<file path="config.mk">
export PLATFORM = sky130hd
export DESIGN_NAME = bce_mul
export DESIGN_NICKNAME = d
export VERILOG_FILES = /design/src/rtl/bezier_curve_evaluator_core_macros.svh /design/src/rtl/bce_mul.sv
export SDC_FILE = /design/constraint.sdc
export NUM_CORES = 2
export LEC_CHECK = 0
export ABC_AREA = 0
export BUFFER_PORTS_ARGS = -buffer_cell sky130_fd_sc_hd__buf_2
export CELL_PAD_IN_SITES_DETAIL_PLACEMENT = 1
export CELL_PAD_IN_SITES_GLOBAL_PLACEMENT = 2
export CORE_ASPECT_RATIO = 1.1
export CORE_UTILIZATION = 40
export CTS_CLUSTER_SIZE = 8
export DETAILED_ROUTE_END_ITERATION = 7
export PLACE_DENSITY = 0.84
export RECOVER_POWER = 100
export SLEW_MARGIN = 20
export SYNTH_ARGS = -nofsm -noshare
export SYNTH_HDL_FRONTEND = slang
export SYNTH_SLANG_ARGS = --single-unit
</file>
<file path="constraint.sdc">
create_clock -name clock -period 8.3 [get_ports clock]
set_input_delay 0.415 -clock clock [delete_from_list [all_inputs] [get_ports clock]]
set_output_delay 0.415 -clock clock [all_outputs]
set_load 0.1 [all_outputs]
</file>
<file path="src/rtl/bezier_curve_evaluator_core_macros.svh">
// Assertion helpers for the evaluator core, which checks its own logic.
`ifndef BEZIER_CURVE_EVALUATOR_CORE_MACROS_SVH
`define BEZIER_CURVE_EVALUATOR_CORE_MACROS_SVH

// Same-cycle implication, checked on every clock edge outside reset.
`define BCE_ASSERT_NOW(label, clk, rst, ante, cons) \
   label: assert property (@(posedge clk) disable iff (rst) (ante) |-> (cons)) \
      else $error("check failed: label");

// Next-cycle implication, checked on every clock edge outside reset.
`define BCE_ASSERT_NEXT(label, clk, rst, ante, cons) \
   label: assert property (@(posedge clk) disable iff (rst) (ante) |=> (cons)) \
      else $error("check failed: label");

`endif

</file>
<file path="src/rtl/bce_mul.sv">
`timescale 1ns / 1ps
module bce_mul (
   input  logic        clock,
   input  logic [32:0] op_a,
   input  logic [30:0] op_b,
   output logic [63:0] prod_ff
);
   logic [63:0] prod_in;

   assign prod_in = {31'd0, op_a} * {33'd0, op_b};

   always_ff @(posedge clock) begin
      prod_ff <= prod_in;
   end
endmodule

</file>
==> results_dict.tcl <==
set metrics [dict create \
    gp_congestion 0.872 \
    clock_sinks 64 \
    start_util 0.403 \
    drtPass1Iterations 5 \
    synth_edf_count 0 \
    hold_buffers 0 \
    finalSetupTns_ns 0 \
    fin_nets 5035 \
    required_ns 8.51 \
    ctsResizeCount 0 \
    place_hpwl_um 93300 \
    crit_buf_inv 7 \
    critical_path.top_delay_family "adder cells" \
    synth.yosys.seq_area_share 0.0375 \
    routed_wl_um 109000 \
    end_kind "flop" \
    async_flop_share 0 \
    cp_slowest_cell "fa_1" \
    ios 129 \
    crit_type "input pin to flop" \
    synth_top_area_share 0.524 \
    cts_root_buffer "clkbuf_16" \
    cts_setup_buffers 0 \
    period_needed_ns 8.00 \
    grt_max_degree 30 \
    grt_setup_unrepaired "false" \
    grt_pass1_wl_um 169000 \
    clk_transition_reported_paths_ns 0.06 \
    ys_ff_latch 64 \
    drv_slew 0 \
    holdCritPathClass "input pin to flop" \
    synth_nets 4982 \
    fill_cells 9929 \
    synth_area_um2 34200 \
    numCtsBuffers 9 \
    grt-ovfl-total 0 \
    die_h_um 309 \
    htreeDepth 3 \
    synth_cell_types 60 \
    status "complete, no violations" \
    core.rowCount 112 \
    die_x_um 281 \
    hold_viol 0 \
    slowest_delay_ns 0.53 \
    setup_viol 0 \
    drv_cap 0 \
    layout-drive-gt1-share 0.0578 \
    ant_nets 0 \
    grt_pass1_vias 29500 \
    period_share 0.963 \
    synth_top_cells_by_area "fa_1 (52%), inv_1 (9.7%), ha_1 (9.4%), and2_1 (8.2%), nand2_1 (6.9%)" \
    startpoint_type "input pin" \
    port_buffers 128 \
    vias 25200 \
    holdWs_ns 0.628 \
    worst_slew_pin_slew_ns 1.33 \
    coreArea_um2 84800 \
    area_growth_pct 7.62 \
    drt-initial-drc-count 955 \
    slew_headroom 0.116 \
    largest-register "prod_ff" \
    crit_arrival_ns 8.21 \
    largest_registers "prod_ff: 64 flops" \
    largest_reg_flops 64 \
    route.detailed.drc 0 \
    ys.warnings.count 0 \
    synthCells 3765 \
    wl_per_cell_um 21.9 \
    placed_cell_area_um2 36600 \
    cts_tree "built" \
    cpMostUsedCell "ha_1" \
    grt_usage 0.261 \
    synth_area_leader_cell "fa_1" \
    fin_area_um2 36800 \
    die_area_um2 86700 \
    antenna_found_initial 7 \
    via_per_inst 5.08 \
    critPathMaxFanout 13 \
    max_freq_mhz 125 \
    clockBufferDepth 2 \
    synth_ff_type "dfxtp_1" \
    postSynthAreaPerCell_um2 9.08 \
]
## cell usage in the layout (no fill, tap or decap), types with 33 or more instances in the layout
cell type  instances
dfxtp_1           64
ha_1             257
and2_1           442
nor2_1            37
o21ai_0           34
a21o_1            33
buf_2             64
fa_1             895
a21oi_1           64
nand2_1          630
xnor2_1           35
clkbuf_1          68
inv_1            887
buf_4            110
## kinds of logic after synthesis
kind of cell | count (synthesis) | synth area share
compound gates | 196 | 0.0387
fa+ha+maj | 1152 | 0.618
buf+inv | 1105 | 0.122
xor+xnor | 64 | 0.0164
flops | 64 | 0.0375
simple gates | 1184 | 0.168
## final timing paths
check	cells past startpoint	startpoint	endpoint	slack, ns
setup / recovery	28	op_a[4]	prod_ff[63]	0.30
hold / removal	2	op_b[0]	prod_ff[0]	0.63
## synth_stat cells (2+ instances only)
cell and n:
o31a_1 3, or2_2 2, o31ai_1 4, nand3_1 7
buf_2 10, a211oi_1 2, and3_1 8, a21oi_2 5
o21bai_1 6, o21ai_1 6, nand2_1 630, clkbuf_1 207
a41oi_1 2, a21boi_0 3, ha_1 257, nor2b_1 11
nand3b_1 2, nand2b_1 5, xnor2_1 35, o211ai_1 2
nor2_1 37, xor2_1 29, nand4_1 19, inv_1 887
a21oi_1 62, a21o_1 33, a31oi_1 7, and2_1 446
o21ai_2 2, o21a_1 9, o221ai_1 2, o211ai_2 2
o21ai_0 30, fa_1 895, nor3_1 8, or3_1 3
dfxtp_1 64
## through the flow
| step | std cells | setup WS [ns] | utilization |
|---|---|---|---|
| global route | 4965 | 0.0669 | 0.434 |
| global placement | 4947 | 0.180 | 0.432 |
| detailed placement | 4947 | 0.0738 | 0.432 |
| floorplan | 3765 | 0.987 | - |
| CTS | 4963 | 0.436 | 0.436 |
| finish | 4966 | 0.304 | 0.434 |
## cell type report
type                    instances  area, um2  share of cell area
diodes                          3       7.51            0.000204
multi-input cells            2596      28700               0.780
repair buffers                259       1740              0.0473
clock inverters                 7       80.1             0.00218
clock buffers                   9        225             0.00612
inverters                     888       3330              0.0906
flip-flops and latches         64       1280              0.0348
well taps                    1140       1430              0.0388
## metal layers
layer | up-vias | global-route usage | part of all wire
li1 | 10900 | - | -
met1 | 13500 | 0.283 | 0.35
met2 | 555 | 0.504 | 0.56
met3 | 227 | 0.0226 | 0.029
met4 | 4 | 0.126 | 0.054
met5 | - | 0 | 0.00026
Power is left out: the tool's default activity adds up to more than one toggle a clock period on the data nets, which glitch-free logic cannot reach.
