===== config.mk =====
export PLATFORM = sky130hd
export DESIGN_NAME = bce_store
export DESIGN_NICKNAME = d
export VERILOG_FILES = /design/src/rtl/bezier_curve_evaluator_core_macros.svh /design/src/rtl/bce_pkg.sv /design/src/rtl/bce_store.sv
export SDC_FILE = /design/constraint.sdc
export NUM_CORES = 2
export LEC_CHECK = 0
export BUFFER_PORTS_ARGS = -buffer_cell sky130_fd_sc_hd__buf_2
export CAP_MARGIN = 20
export CORE_MARGIN = 2
export CORE_UTILIZATION = 50
export DETAILED_ROUTE_END_ITERATION = 8
export PLACE_DENSITY = 0.67
export SETUP_SLACK_MARGIN = 0.3
export SYNTH_ARGS = -nofsm -noshare
export SYNTH_HDL_FRONTEND = slang
export SYNTH_SLANG_ARGS = --single-unit

===== constraint.sdc =====
create_clock -name clock -period 8.24 [get_ports clock]
set_clock_uncertainty 0.05 [all_clocks]
set_input_delay 0.412 -clock clock [delete_from_list [all_inputs] [get_ports clock]]
set_output_delay 0.412 -clock clock [all_outputs]
set_load 0.02 [all_outputs]

===== src/rtl/bezier_curve_evaluator_core_macros.svh =====
// Assertion helpers for the evaluator core, which checks its own logic.
`ifndef BEZIER_CURVE_EVALUATOR_CORE_MACROS_SVH
`define BEZIER_CURVE_EVALUATOR_CORE_MACROS_SVH

// Same-cycle implication, checked on every clock edge outside reset.
`define BCE_ASSERT_NOW(label, clk, rst, ante, cons) \
   label: assert property (@(posedge clk) disable iff (rst) (ante) |-> (cons)) \
      else $error("check failed: label");

// Next-cycle implication, checked on every clock edge outside reset.
`define BCE_ASSERT_NEXT(label, clk, rst, ante, cons) \
   label: assert property (@(posedge clk) disable iff (rst) (ante) |=> (cons)) \
      else $error("check failed: label");

`endif


===== src/rtl/bce_pkg.sv =====
`timescale 1ns / 1ps
package bce_pkg;

   localparam int MAX_POINTS  = 16;
   localparam int MAX_SAMPLES = 64;

   localparam logic [30:0] ONE_Q30 = 31'h4000_0000;
   localparam logic [16:0] ONE_Q16 = 17'h1_0000;

   typedef enum logic [1:0] {
      CMD_WRITE  = 2'd0,
      CMD_POINT  = 2'd1,
      CMD_DERIV  = 2'd2,
      CMD_SAMPLE = 2'd3
   } cmd_type;

   typedef enum logic [15:0] {
      ST_IDLE = 16'h0001,
      ST_DIV  = 16'h0002,
      ST_PU   = 16'h0004,
      ST_PUW  = 16'h0008,
      ST_PV   = 16'h0010,
      ST_PVW  = 16'h0020,
      ST_WA   = 16'h0040,
      ST_WB   = 16'h0080,
      ST_WC   = 16'h0100,
      ST_WD   = 16'h0200,
      ST_MX   = 16'h0400,
      ST_MY   = 16'h0800,
      ST_AY   = 16'h1000,
      ST_SCL  = 16'h2000,
      ST_RND  = 16'h4000,
      ST_FIN  = 16'h8000
   } state_type;

   typedef struct packed {
      logic        done;
      logic [16:0] quotient;
      logic [6:0]  remainder;
   } div_status_type;

   typedef logic [15:0][15:0][12:0] binom_table_type;

   // Pascal triangle, built at elaboration only.
   function automatic binom_table_type binom_table();
      binom_table_type tbl;
      tbl = '0;
      for (int n = 0; n < 16; n++) begin
         tbl[n][0] = 13'd1;
         for (int k = 1; k <= n; k++) begin
            tbl[n][k] = tbl[n-1][k-1] + ((k < n) ? tbl[n-1][k] : 13'd0);
         end
      end
      return tbl;
   endfunction

   localparam binom_table_type BINOM = binom_table();

endpackage


===== src/rtl/bce_store.sv =====
`timescale 1ns / 1ps
module bce_store (
   input  logic        clock,
   input  logic        wr_en,
   input  logic [3:0]  wr_addr,
   input  logic [31:0] wr_x,
   input  logic [31:0] wr_y,
   input  logic [3:0]  rd_addr,
   output logic [31:0] xa_ff,
   output logic [31:0] xb_ff,
   output logic [31:0] ya_ff,
   output logic [31:0] yb_ff
);
   import bce_pkg::*;

   logic [31:0] mem_x [MAX_POINTS];
   logic [31:0] mem_y [MAX_POINTS];
   logic [3:0]  rd_next;

   assign rd_next = rd_addr + 4'd1;

   always_ff @(posedge clock) begin
      if (wr_en) begin
         mem_x[wr_addr] <= wr_x;
         mem_y[wr_addr] <= wr_y;
      end
      xa_ff <= mem_x[rd_addr];
      xb_ff <= mem_x[rd_next];
      ya_ff <= mem_y[rd_addr];
      yb_ff <= mem_y[rd_next];
   end
endmodule


==> results.md <==
- The count of buffers from port buffering is approximately 200.
- The number of buffers between clock root and the deepest sink is 3.
- Synthesis handed over a netlist of 2400 instances.
- Summing every instance area after synthesis gives roughly 50000 um^2.
- The total global-route track usage is between 20% and 30%.
- At the end of routability-driven placement, the weighted congestion stood at around 0.76.
- The number of setup buffers added after CTS is 0.
- In the final layout, the share of cells above drive strength 1 is between 30 and 40%.
- Clock-pin slew was measured on the worst setup and hold paths at 60 ps.
- The routed design could run at a clock period as short as around 3600 ps.
- STA puts the critical path data required time at about 8800 ps.
- The ratio of total power to cell area is 241.1 nW/um^2.
- In this run, CTS created clock tree buffers numbering approximately 120.
- For hold timing, the worst endpoint is mem_y[4][17]$_DFFE_PP_.
- The largest fanout of any net on the critical path is between 100 and 150.
- The number of fill cells in the layout is around 7100.
- The max-slew violation count is 0.
- The worst hold margin is 36.10 ps.
- The kind of capture point of the worst setup path is a flop.
- Setup slack on the critical path of the routed design comes to around 4700 ps.
- The adder-cell share of the synthesized area is less than 1%.
- The unique cell type count in the Yosys netlist is 27.
- The global-route wire length before repair is approximately 190000 um.
- The post-cts sizing count is 0.
- The sequential share of power is between 50% and 60%.
- Counting tap cells, the placed design contains a total of 3744 instances.
- The number of global-route vias before repair was between 20000 and 30000.
- Row generation in the floorplan step produced roughly 110 rows.
- The category of the critical setup timing path is in2reg.
- The multi-input combinational cells in the finished layout cover a total of roughly 15000 um^2.
- The first TritonRoute pass finished after 5 iterations.
- The aggregate routed wire length is 130600 um.
- Summing the areas of all compound-gate instances in the mapped netlist gives under 10% of the synthesized area.
- The dominant combinational cell family by area after synthesis is multiplexers.
- The synthesized netlist devotes 2.655% of its cell area to simple gates.
- The end of the worst register-to-register path is xa_ff[31]$_DFF_P_.
- The clock latency of the later-clocked register in the worst-skew pair is about 700 ps.
- The sequential standard cell area is 33310 um^2.
- The internal reg-to-reg setup slack is between 6000 and 7000 ps.
- The placeable core area is 96710 um^2.
- The final HPWL from detailed placement is approximately 66000 um.
- After detailed routing, the average wire length per cell comes to 32.83 um.
- The critical path arrival is between 4000 and 5000 ps.
- For this run, the top clock speed supported by timing is roughly 280 MHz.
- The post-place setup slack is between 4000 and 5000 ps.
- Max-cap violations in this run came to 0.
- The power share of the clock group is 41.1%.
- Setup repair after global routing left no endpoint under its margin.
- Of the total synthesized cell area, the portion taken by XOR and XNOR cells is 0%.
- Once the floorplan was initialized, standard cells occupied between 50% and 60% of the core.
- Synthesis inferred ~1200 register bits.
- For the final routed database, the setup TNS stands at 0 ps.
- The startpoint of the most critical register-to-register path is mem_x[13][31]$_DFFE_PP_.
- The clock root buffer master is clkbuf_16.
- The initial antenna violation count is 21.
- The total via count after detailed routing is about 27000.
- The full die area is 100100 um^2.
- The relative contribution of combinational cells to total power is 8.9%.
- The number of warning messages in the yosys log is 0.
- The share of the Yosys chip area taken by registers is between 60% and 70%.
- The I/O pin count is approximately 200.
- Summing internal, switching and leakage power gives ~0.013 W.
- Of the available clock period, the critical path in the final layout requires between 40 and 50%.
- The number of setup violations in the final report is 0.
- In this run switching power makes up between 20% and 30% of total power.
- The count of routing violations after the opening detailed-route iteration is 3487.
- Headroom to the max-slew limit came out at between 10% and 20%.
- The count of non-filler cells in the finished layout is approximately 4000.
- The average instance in the mapped netlist occupies 20.32 um^2.
- The number of antenna-violating nets in the routed design is 0.
- From synthesis to final layout, the design area changed by 13.07%.
- The start point of the worst hold path is wr_y[17].
- The clock sink total is roughly 1200.
- The clock tree synthesis step divided the H-tree into 3 levels.
- The cell depth of the worst hold path is 1.
- The internal portion of the total power is 0.01031 W.
- VDD sags by at most approximately 180 uV.
- The sort of element at the start of the critical path is a primary input.
- TritonCTS built the clock tree.
- The number of nets in the finished design is approximately 2700.
- The die is approximately 320 um wide.
- The flow ran to the end, and the final reports show no timing, DRC or antenna violations.
- The worst hold path belongs to the class in2reg.
- Entering global routing, the biggest net connects about 140 pins.
- Using the TritonRoute via totals, the vias-per-cell ratio works out to 6.704.
- The chip height is 316.3 um.
- The pin slew with the least headroom to its limit is about 1200 ps.
- The mux contribution to synthesized area is 23.64%.
- In this run the power spent charging and discharging nets is ~0.003 W.
- Summed over all cells, the static leakage comes to around 18 nW.
- The number of hold violations in the final report came to 0.
- Hold repair after CTS inserted 0 buffers.
- Synthesis produced a netlist with a net count of about 2500.
- For this run, design rule violations remaining after detail routing come to 0.
- The aggregate global routing overflow is 0.
- The number of cells on the worst reg-to-reg path is 3.
power groups by stage:
| stage | Clock (W) | Combinational [W] | Sequential (W) |
|---|---|---|---|
| after CTS | 0.00553 | 0.00119 | 0.00666 |
| after global routing | 0.00577 | 0.00126 | 0.00667 |
| final | 0.00546 | 0.00118 | 0.00665 |
| after floorplan | 0 | 0.000669 | 0.00685 |
| after detailed placement | 0 | 0.00118 | 0.00678 |
| after global placement | 0 | 0.00116 | 0.00677 |
cell usage after synthesis:
cell      number  share of area, %
nor2b_1        2             0.026
nor3_1         5             0.051
nor3b_1        1             0.015
nand2b_1       3             0.038
and2_1         1             0.013
mux4_2       512                24
clkbuf_1      56              0.43
ha_1           1             0.026
nor3b_2        1             0.026
nand4_1       63              0.81
a21oi_2        2             0.036
nand3_1        2             0.021
nor2_1        14              0.11
buf_4         24              0.37
buf_2         86              0.88
edfxtp_1    1024                63
a21bo_2        1             0.021
o21ai_0      128               1.3
inv_1          1            0.0077
or3b_2         1             0.018
a41o_1         2             0.041
dfxtp_1      128               5.3
buf_1          6             0.046
a22oi_1      129               2.0
nand2_1      193               1.5
nand3b_1       3             0.046
buf_6         11              0.25
metrics by stage:
stage          utilization (%)  cell area (um^2)
5_1_grt                  57.02             55140
3_3_place_gp             52.80             51060
2_1_floorplan                -             48780
3_5_place_dp             52.80             51060
6_report                 57.03             55150
4_1_cts                  56.93             55050
flip-flops by register name (all words and copies together), names as in the netlist:
name / cells
mem_x: 512
mem_y: 512
ya_ff: 32
xa_ff: 32
xb_ff: 32
yb_ff: 32
worst max path at each step:
stage               cells past startpoint  startpoint               endpoint
finish                                  6  rd_addr[0]      yb_ff[30]$_DFF_P_
global route                            6  rd_addr[0]      yb_ff[30]$_DFF_P_
CTS                                     6  rd_addr[0]      yb_ff[30]$_DFF_P_
detailed placement                      6  rd_addr[0]      yb_ff[30]$_DFF_P_
global placement                        6  rd_addr[0]      yb_ff[30]$_DFF_P_
floorplan                               2  wr_addr[3]  mem_x[0][0]$_DFFE_PP_
metal layers:
layer	GRT usage (%)	wire length (um)
met1	36.35	49650
met2	42.52	64010
met3	5.873	13260
met4	8.148	3534
met5	0	143
cell families after synthesis:
family,after synthesis
simple gates,289
flops,1152
fa+ha+maj,1
compound gates,262
mux,512
buf+inv,184
cells in the final DEF, fill, tap and decap left out, types with 14 or more instances in the layout:
cell type	instances
bufinv_16	14
clkinv_1	14
nor2_4	14
buf_4	46
clkbuf_16	123
dfxtp_1	128
nand4_1	63
mux4_2	512
clkinv_2	21
buf_2	199
a22oi_1	129
clkbuf_1	36
nand2_1	193
o21ai_0	128
edfxtp_1	1024
worst max-delay path: stages:
cell and delay (ps):
buf_8 650, buf_12 650, buf_4 970, mux4_2 600, a22oi_1 230, nand3_1 110
area by class of cell:
type                    count  share of cell area [%]
multi-input cells        1064                   26.64
inverters                   1                0.006806
flip-flops and latches   1152                   60.40
clock buffers             170                   6.100
well taps                1276                   2.895
clock inverters            54                   1.146
repair buffers            254                   2.781
diodes                      7                 0.03176
(Power assumes the default switching activity.)
