**src/rtl/bezier_curve_evaluator_core_macros.svh**
```systemverilog
// Assertion helpers for the evaluator core, which checks its own logic.
`ifndef BEZIER_CURVE_EVALUATOR_CORE_MACROS_SVH
`define BEZIER_CURVE_EVALUATOR_CORE_MACROS_SVH

// Same-cycle implication, checked on every clock edge outside reset.
`define BCE_ASSERT_NOW(label, clk, rst, ante, cons) \
   label: assert property (@(posedge clk) disable iff (rst) (ante) |-> (cons)) \
      else $error("check failed: label");

// Next-cycle implication, checked on every clock edge outside reset.
`define BCE_ASSERT_NEXT(label, clk, rst, ante, cons) \
   label: assert property (@(posedge clk) disable iff (rst) (ante) |=> (cons)) \
      else $error("check failed: label");

`endif

```
**src/rtl/bce_pkg.sv**
```systemverilog
`timescale 1ns / 1ps
package bce_pkg;

   localparam int MAX_POINTS  = 16;
   localparam int MAX_SAMPLES = 64;

   localparam logic [30:0] ONE_Q30 = 31'h4000_0000;
   localparam logic [16:0] ONE_Q16 = 17'h1_0000;

   typedef enum logic [1:0] {
      CMD_WRITE  = 2'd0,
      CMD_POINT  = 2'd1,
      CMD_DERIV  = 2'd2,
      CMD_SAMPLE = 2'd3
   } cmd_type;

   typedef enum logic [15:0] {
      ST_IDLE = 16'h0001,
      ST_DIV  = 16'h0002,
      ST_PU   = 16'h0004,
      ST_PUW  = 16'h0008,
      ST_PV   = 16'h0010,
      ST_PVW  = 16'h0020,
      ST_WA   = 16'h0040,
      ST_WB   = 16'h0080,
      ST_WC   = 16'h0100,
      ST_WD   = 16'h0200,
      ST_MX   = 16'h0400,
      ST_MY   = 16'h0800,
      ST_AY   = 16'h1000,
      ST_SCL  = 16'h2000,
      ST_RND  = 16'h4000,
      ST_FIN  = 16'h8000
   } state_type;

   typedef struct packed {
      logic        done;
      logic [16:0] quotient;
      logic [6:0]  remainder;
   } div_status_type;

   typedef logic [15:0][15:0][12:0] binom_table_type;

   // Pascal triangle, built at elaboration only.
   function automatic binom_table_type binom_table();
      binom_table_type tbl;
      tbl = '0;
      for (int n = 0; n < 16; n++) begin
         tbl[n][0] = 13'd1;
         for (int k = 1; k <= n; k++) begin
            tbl[n][k] = tbl[n-1][k-1] + ((k < n) ? tbl[n-1][k] : 13'd0);
         end
      end
      return tbl;
   endfunction

   localparam binom_table_type BINOM = binom_table();

endpackage

```
**src/rtl/bce_div.sv**
```systemverilog
`timescale 1ns / 1ps
module bce_div (
   input  logic                    clock,
   input  logic                    reset,
   input  logic                    start,
   input  logic [6:0]              divisor,
   output bce_pkg::div_status_type status
);
   import bce_pkg::*;

   logic [7:0]  rem_ff, rem_in;
   logic [17:0] quo_ff, quo_in;
   logic [4:0]  cnt_ff, cnt_in;
   logic        busy_ff, busy_in;
   logic        done_ff, done_in;
   logic [7:0]  shifted;
   logic        fits;

   // Restoring division of 2^17 by the divisor, one quotient bit a cycle.
   assign shifted = {rem_ff[6:0], quo_ff[17]};
   assign fits    = shifted >= {1'b0, divisor};

   always_comb begin
      rem_in  = rem_ff;
      quo_in  = quo_ff;
      cnt_in  = cnt_ff;
      busy_in = busy_ff;
      done_in = 1'b0;
      if (start) begin
         rem_in  = '0;
         quo_in  = 18'h2_0000;
         cnt_in  = 5'd18;
         busy_in = 1'b1;
      end else if (busy_ff) begin
         rem_in = fits ? (shifted - {1'b0, divisor}) : shifted;
         quo_in = {quo_ff[16:0], fits};
         cnt_in = cnt_ff - 5'd1;
         if (cnt_ff == 5'd1) begin
            busy_in = 1'b0;
            done_in = 1'b1;
         end
      end
   end

   always_ff @(posedge clock) begin
      if (reset) begin
         busy_ff <= 1'b0;
         done_ff <= 1'b0;
         cnt_ff  <= '0;
      end else begin
         busy_ff <= busy_in;
         done_ff <= done_in;
         cnt_ff  <= cnt_in;
      end
      rem_ff <= rem_in;
      quo_ff <= quo_in;
   end

   assign status.done      = done_ff;
   assign status.quotient  = quo_ff[16:0];
   assign status.remainder = rem_ff[6:0];
endmodule

```
**config.mk**
```make
export PLATFORM = sky130hd
export DESIGN_NAME = bce_div
export DESIGN_NICKNAME = d
export VERILOG_FILES = /design/src/rtl/bezier_curve_evaluator_core_macros.svh /design/src/rtl/bce_pkg.sv /design/src/rtl/bce_div.sv
export SDC_FILE = /design/constraint.sdc
export NUM_CORES = 1
export LEC_CHECK = 0
export BUFFER_PORTS_ARGS = -buffer_cell sky130_fd_sc_hd__buf_2
export CORE_UTILIZATION = 58
export CTS_CLUSTER_DIAMETER = 200
export CTS_CLUSTER_SIZE = 12
export DETAILED_ROUTE_END_ITERATION = 16
export PLACE_DENSITY_LB_ADDON = 0.05
export SYNTH_ARGS = -nofsm -noshare
export SYNTH_HDL_FRONTEND = slang
export SYNTH_SLANG_ARGS = --single-unit
```
**constraint.sdc**
```tcl
create_clock -name clock -period 3.95 [get_ports clock]
set_input_delay 0.395 -clock clock [delete_from_list [all_inputs] [get_ports clock]]
set_output_delay 0.395 -clock clock [all_outputs]
set_load 0.03 [all_outputs]
```
==> summary.txt <==
Worst setup path
  • CP Launch Type: flop
  • Slowest stage delay, CP: 0.49 ns
  • Number of cell instances on the worst register-to-register path: 8
  • Worst reg-to-reg setup slack: 1.71 ns
  • Maximum fanout count along the critical path: 12
  • Endpoint of the most critical setup path: rem_ff[0]
  • Reg-to-reg startpoint: quo_ff[17]
  • Required time at the worst-slack endpoint: 4.19 ns
  • Data arrival at the endpoint of the critical path: 2.48 ns
  • Library cell contributing the largest single delay on the critical path: or4b_1
  • Type of destination of the critical path: flop
  • Worst flop-to-flop path endpoint: rem_ff[0]
  • Crit path cell chain: inv_1 -> ha_1 -> fa_1 -> nand2b_1 -> a211oi_2 -> nor3_2 -> or4b_1 -> o311ai_1
  • Number of buffers and inverters on the critical path: 1
  • Crit. Startpoint: quo_ff[17]
  • Top cell family by delay on the critical path: simple AND/OR/NAND/NOR gates
  • WP depth: 8
  • Worst setup path class: flop to flop

Power
  • Clock share of power: 31.9%
  • Peak VDD IR: 0.294 mV
  • Leakage Power: 0.855 nW
  • P per Cell Area: about 410 mW/mm2
  • Part of the total power dissipated in sequential elements: 47.1%
  • Switching part of the total: 29.9%
  • Int Pwr: about 0.54 mW
  • Switching power of the nets: 0.229 mW
  • Logic pwr share: 20.9%

Drt
  • Vias per Instance: roughly 5.5
  • Number of nets with antenna violations after detailed routing: 0
  • DRC violations left: 4
  • Routed Wire Length: 3.12 mm
  • DR pass1 iterations: 10
  • Vias post-DR: 1335
  • Average wire per cell in the routed design: around 13 um
  • Initial DRC count: 49

Synthesis
  • Flops & latches, synth: 32
  • Synthesized instance count: 195
  • Net count after synthesis: between 200 and 250
  • Number of enable-type register cells in the synthesized netlist: 0
  • Yosys synthesis warning count: 0
  • Post-Syn Area: 0.00175 mm2
  • Library cells used by synthesis: 36
  • Syn Area/Cell: 8.99 um2
  • Flip-flop cell with the highest count after synthesis: dfxtp_1
  • Share of the yosys chip area belonging to registers: 36.5%
  • Post-synth ARST share: 0%

CTS
  • Clock buffer count from CTS: 5
  • Count of instances resized after the clock tree is built: 0
  • CTS clock-pin slew for the worst setup and hold paths: 0.10 ns
  • Cell at the root of the clock tree: clkbuf_4
  • Clock latency on the worst-skew pair: 0.33 ns
  • Post-CTS Repair Setup Buffers: 0
  • Count of clock tree sinks: 32
  • Hold-fix buffers at CTS: 0
  • Largest buffer count on any clock path: 2
  • H-tree Lvls: 2
  • Clock tree from TritonCTS: yes

Global routing
  • Global-route wire length before repair: 5.25 mm
  • Number of global-route vias before repair: 1219
  • Pin count of the biggest net entering global routing: 45
  • Initial antenna violation count: 0
  • Total grt overflow: 0
  • Global routing usage summed across all routing layers: about a fifth

Die
  • Die extent in x: ~57 um
  • Initial standard-cell utilization of the core: around 62%
  • CORE AREA: roughly 0.0028 mm2
  • Die ar.: 0.00325 mm2
  • Num ports: 35
  • Total number of placement rows: 19
  • Vertical extent of the die: roughly 57 um

Timing
  • Final number of max-transition violations: 0
  • Clock skew after layout: 0.00720 ns
  • Actual slew at the worst max-slew pin: 0.954 ns
  • Highest attainable clock frequency: approximately 450 MHz
  • Max-slew headroom at the worst pin: 36.4%
  • Hold Fails Final Rpt: 0
  • Number of endpoints failing setup at the final stage: 0
  • Hold Worst Slack: between 0.3 and 0.4 ns
  • Min Clock Period, post-route: 2.24 ns
  • Part of the cycle the worst path needs: 56.8%
  • Setup repair after global routing missed its margin: false
  • Total negative slack for setup checks: 0 ns

Finish
  • Leading cell types in the layout, fill and taps excluded: buf_2 (34), dfxtp_1 (31), nor2_1 (29), mux2i_1 (20), inv_1 (14)
  • Signed area change from the synthesized netlist to the final layout: 6.28%
  • Most common cell after layout, fill and taps aside: buf_2
  • Number of fillers in the final layout: roughly 260
  • Layout Cell Area excl Fill: between 0.0015 and 0.002 mm2
  • Share of final-layout standard cells stronger than drive strength 1: 22.9%
  • Antenna diode instance count: 0
  • Layout Nets: between 200 and 250

Hold path
  • Launch point of the worst hold path: reset
  • Worst hold path type: primary input to flop

Place
  • Routability Congestion: between 0.7 and 0.8
  • Post-detail-place hpwl: 2.23 mm
  • Number of buffer cells added on primary ports: 34
  • Cell Area, Placed: 0.00178 mm2

Run status
  • Status: complete, but fails checks
  • Failing checks: DRC

Flow run
  • Number of max-capacitance violations reported: 0
through the flow:
| stage | utilization (%) | instances | setup slack (ns) | total power [mW] |
|---|---|---|---|---|
| floorplan | - | 195 | 1.79 | 0.495 |
| global placement | 63.6 | 233 | 1.65 | 0.521 |
| detailed placement | 63.6 | 233 | 1.58 | 0.527 |
| CTS | 66.4 | 241 | 1.71 | 0.773 |
| global route | 66.4 | 241 | 1.54 | 0.807 |
| finish | 66.4 | 241 | 1.71 | 0.764 |
layout make-up:
| cell class | count | area (um2) | area share, % |
|---|---|---|---|
| repair buffers | 34 | 170 | 9.13 |
| flip-flops and latches | 32 | 642 | 34.5 |
| clock inverters | 3 | 42.5 | 2.28 |
| multi-input cells | 122 | 880 | 47.2 |
| inverters | 14 | 52.6 | 2.82 |
| clock buffers | 5 | 37.5 | 2.01 |
| well taps | 31 | 38.8 | 2.08 |
per-layer routing:
layer	global-route usage, %	vias up	part of all wire (%)
met1	26.6	625	46
met3	6.12	3	2.8
met5	0	-	0
li1	-	684	-
met4	7.32	0	0.45
met2	34.5	23	51
registers in the layout, summed over array words and instances, names as in the netlist:
register,count
busy_ff,1
cnt_ff,5
done_ff,1
quo_ff,18
rem_ff,7
logic make-up after synthesis:
logic type | count (synthesis) | synth area share [%]
simple gates | 57 | 16.1
buf+inv | 41 | 13.3
flops | 32 | 36.5
compound gates | 28 | 11.6
mux | 20 | 11.4
fa+ha+maj | 10 | 7.57
xor+xnor | 7 | 3.50
Yosys cell counts (3+ instances only):
cell type / count / share of area (%)
nand2_1: 6 / 1.3
buf_1: 3 / 0.64
ha_1: 9 / 6.4
inv_1: 14 / 3.0
buf_4: 18 / 7.7
nor3_1: 8 / 2.3
buf_2: 3 / 0.86
xnor2_1: 5 / 2.5
nand4_1: 3 / 1.1
nor2_1: 29 / 6.2
dfxtp_1: 32 / 37
a21oi_1: 7 / 2.0
o21ai_0: 3 / 0.86
a211oi_1: 3 / 1.3
mux2i_1: 20 / 11
power groups by stage:
stage	sequential (mW)	combinational, mW	clock, mW
final	0.360	0.160	0.244
after global routing	0.363	0.178	0.266
after CTS	0.360	0.160	0.252
after detailed placement	0.367	0.160	0
after global placement	0.366	0.155	0
after floorplan	0.367	0.128	0
worst min-delay path by stage:
| stage | to | slack [ns] | depth (start not counted) |
|---|---|---|---|
| 3_5_place_dp | quo_ff[0] | 0.50 | 2 |
| 4_1_cts | cnt_ff[1] | 0.29 | 2 |
| 5_1_grt | cnt_ff[1] | 0.29 | 2 |
| 6_report | cnt_ff[1] | 0.31 | 2 |
| 3_3_place_gp | quo_ff[14] | 0.50 | 2 |
| 2_1_floorplan | cnt_ff[1] | 0.46 | 1 |
Note: power is estimated with default switching activity, not from simulation.
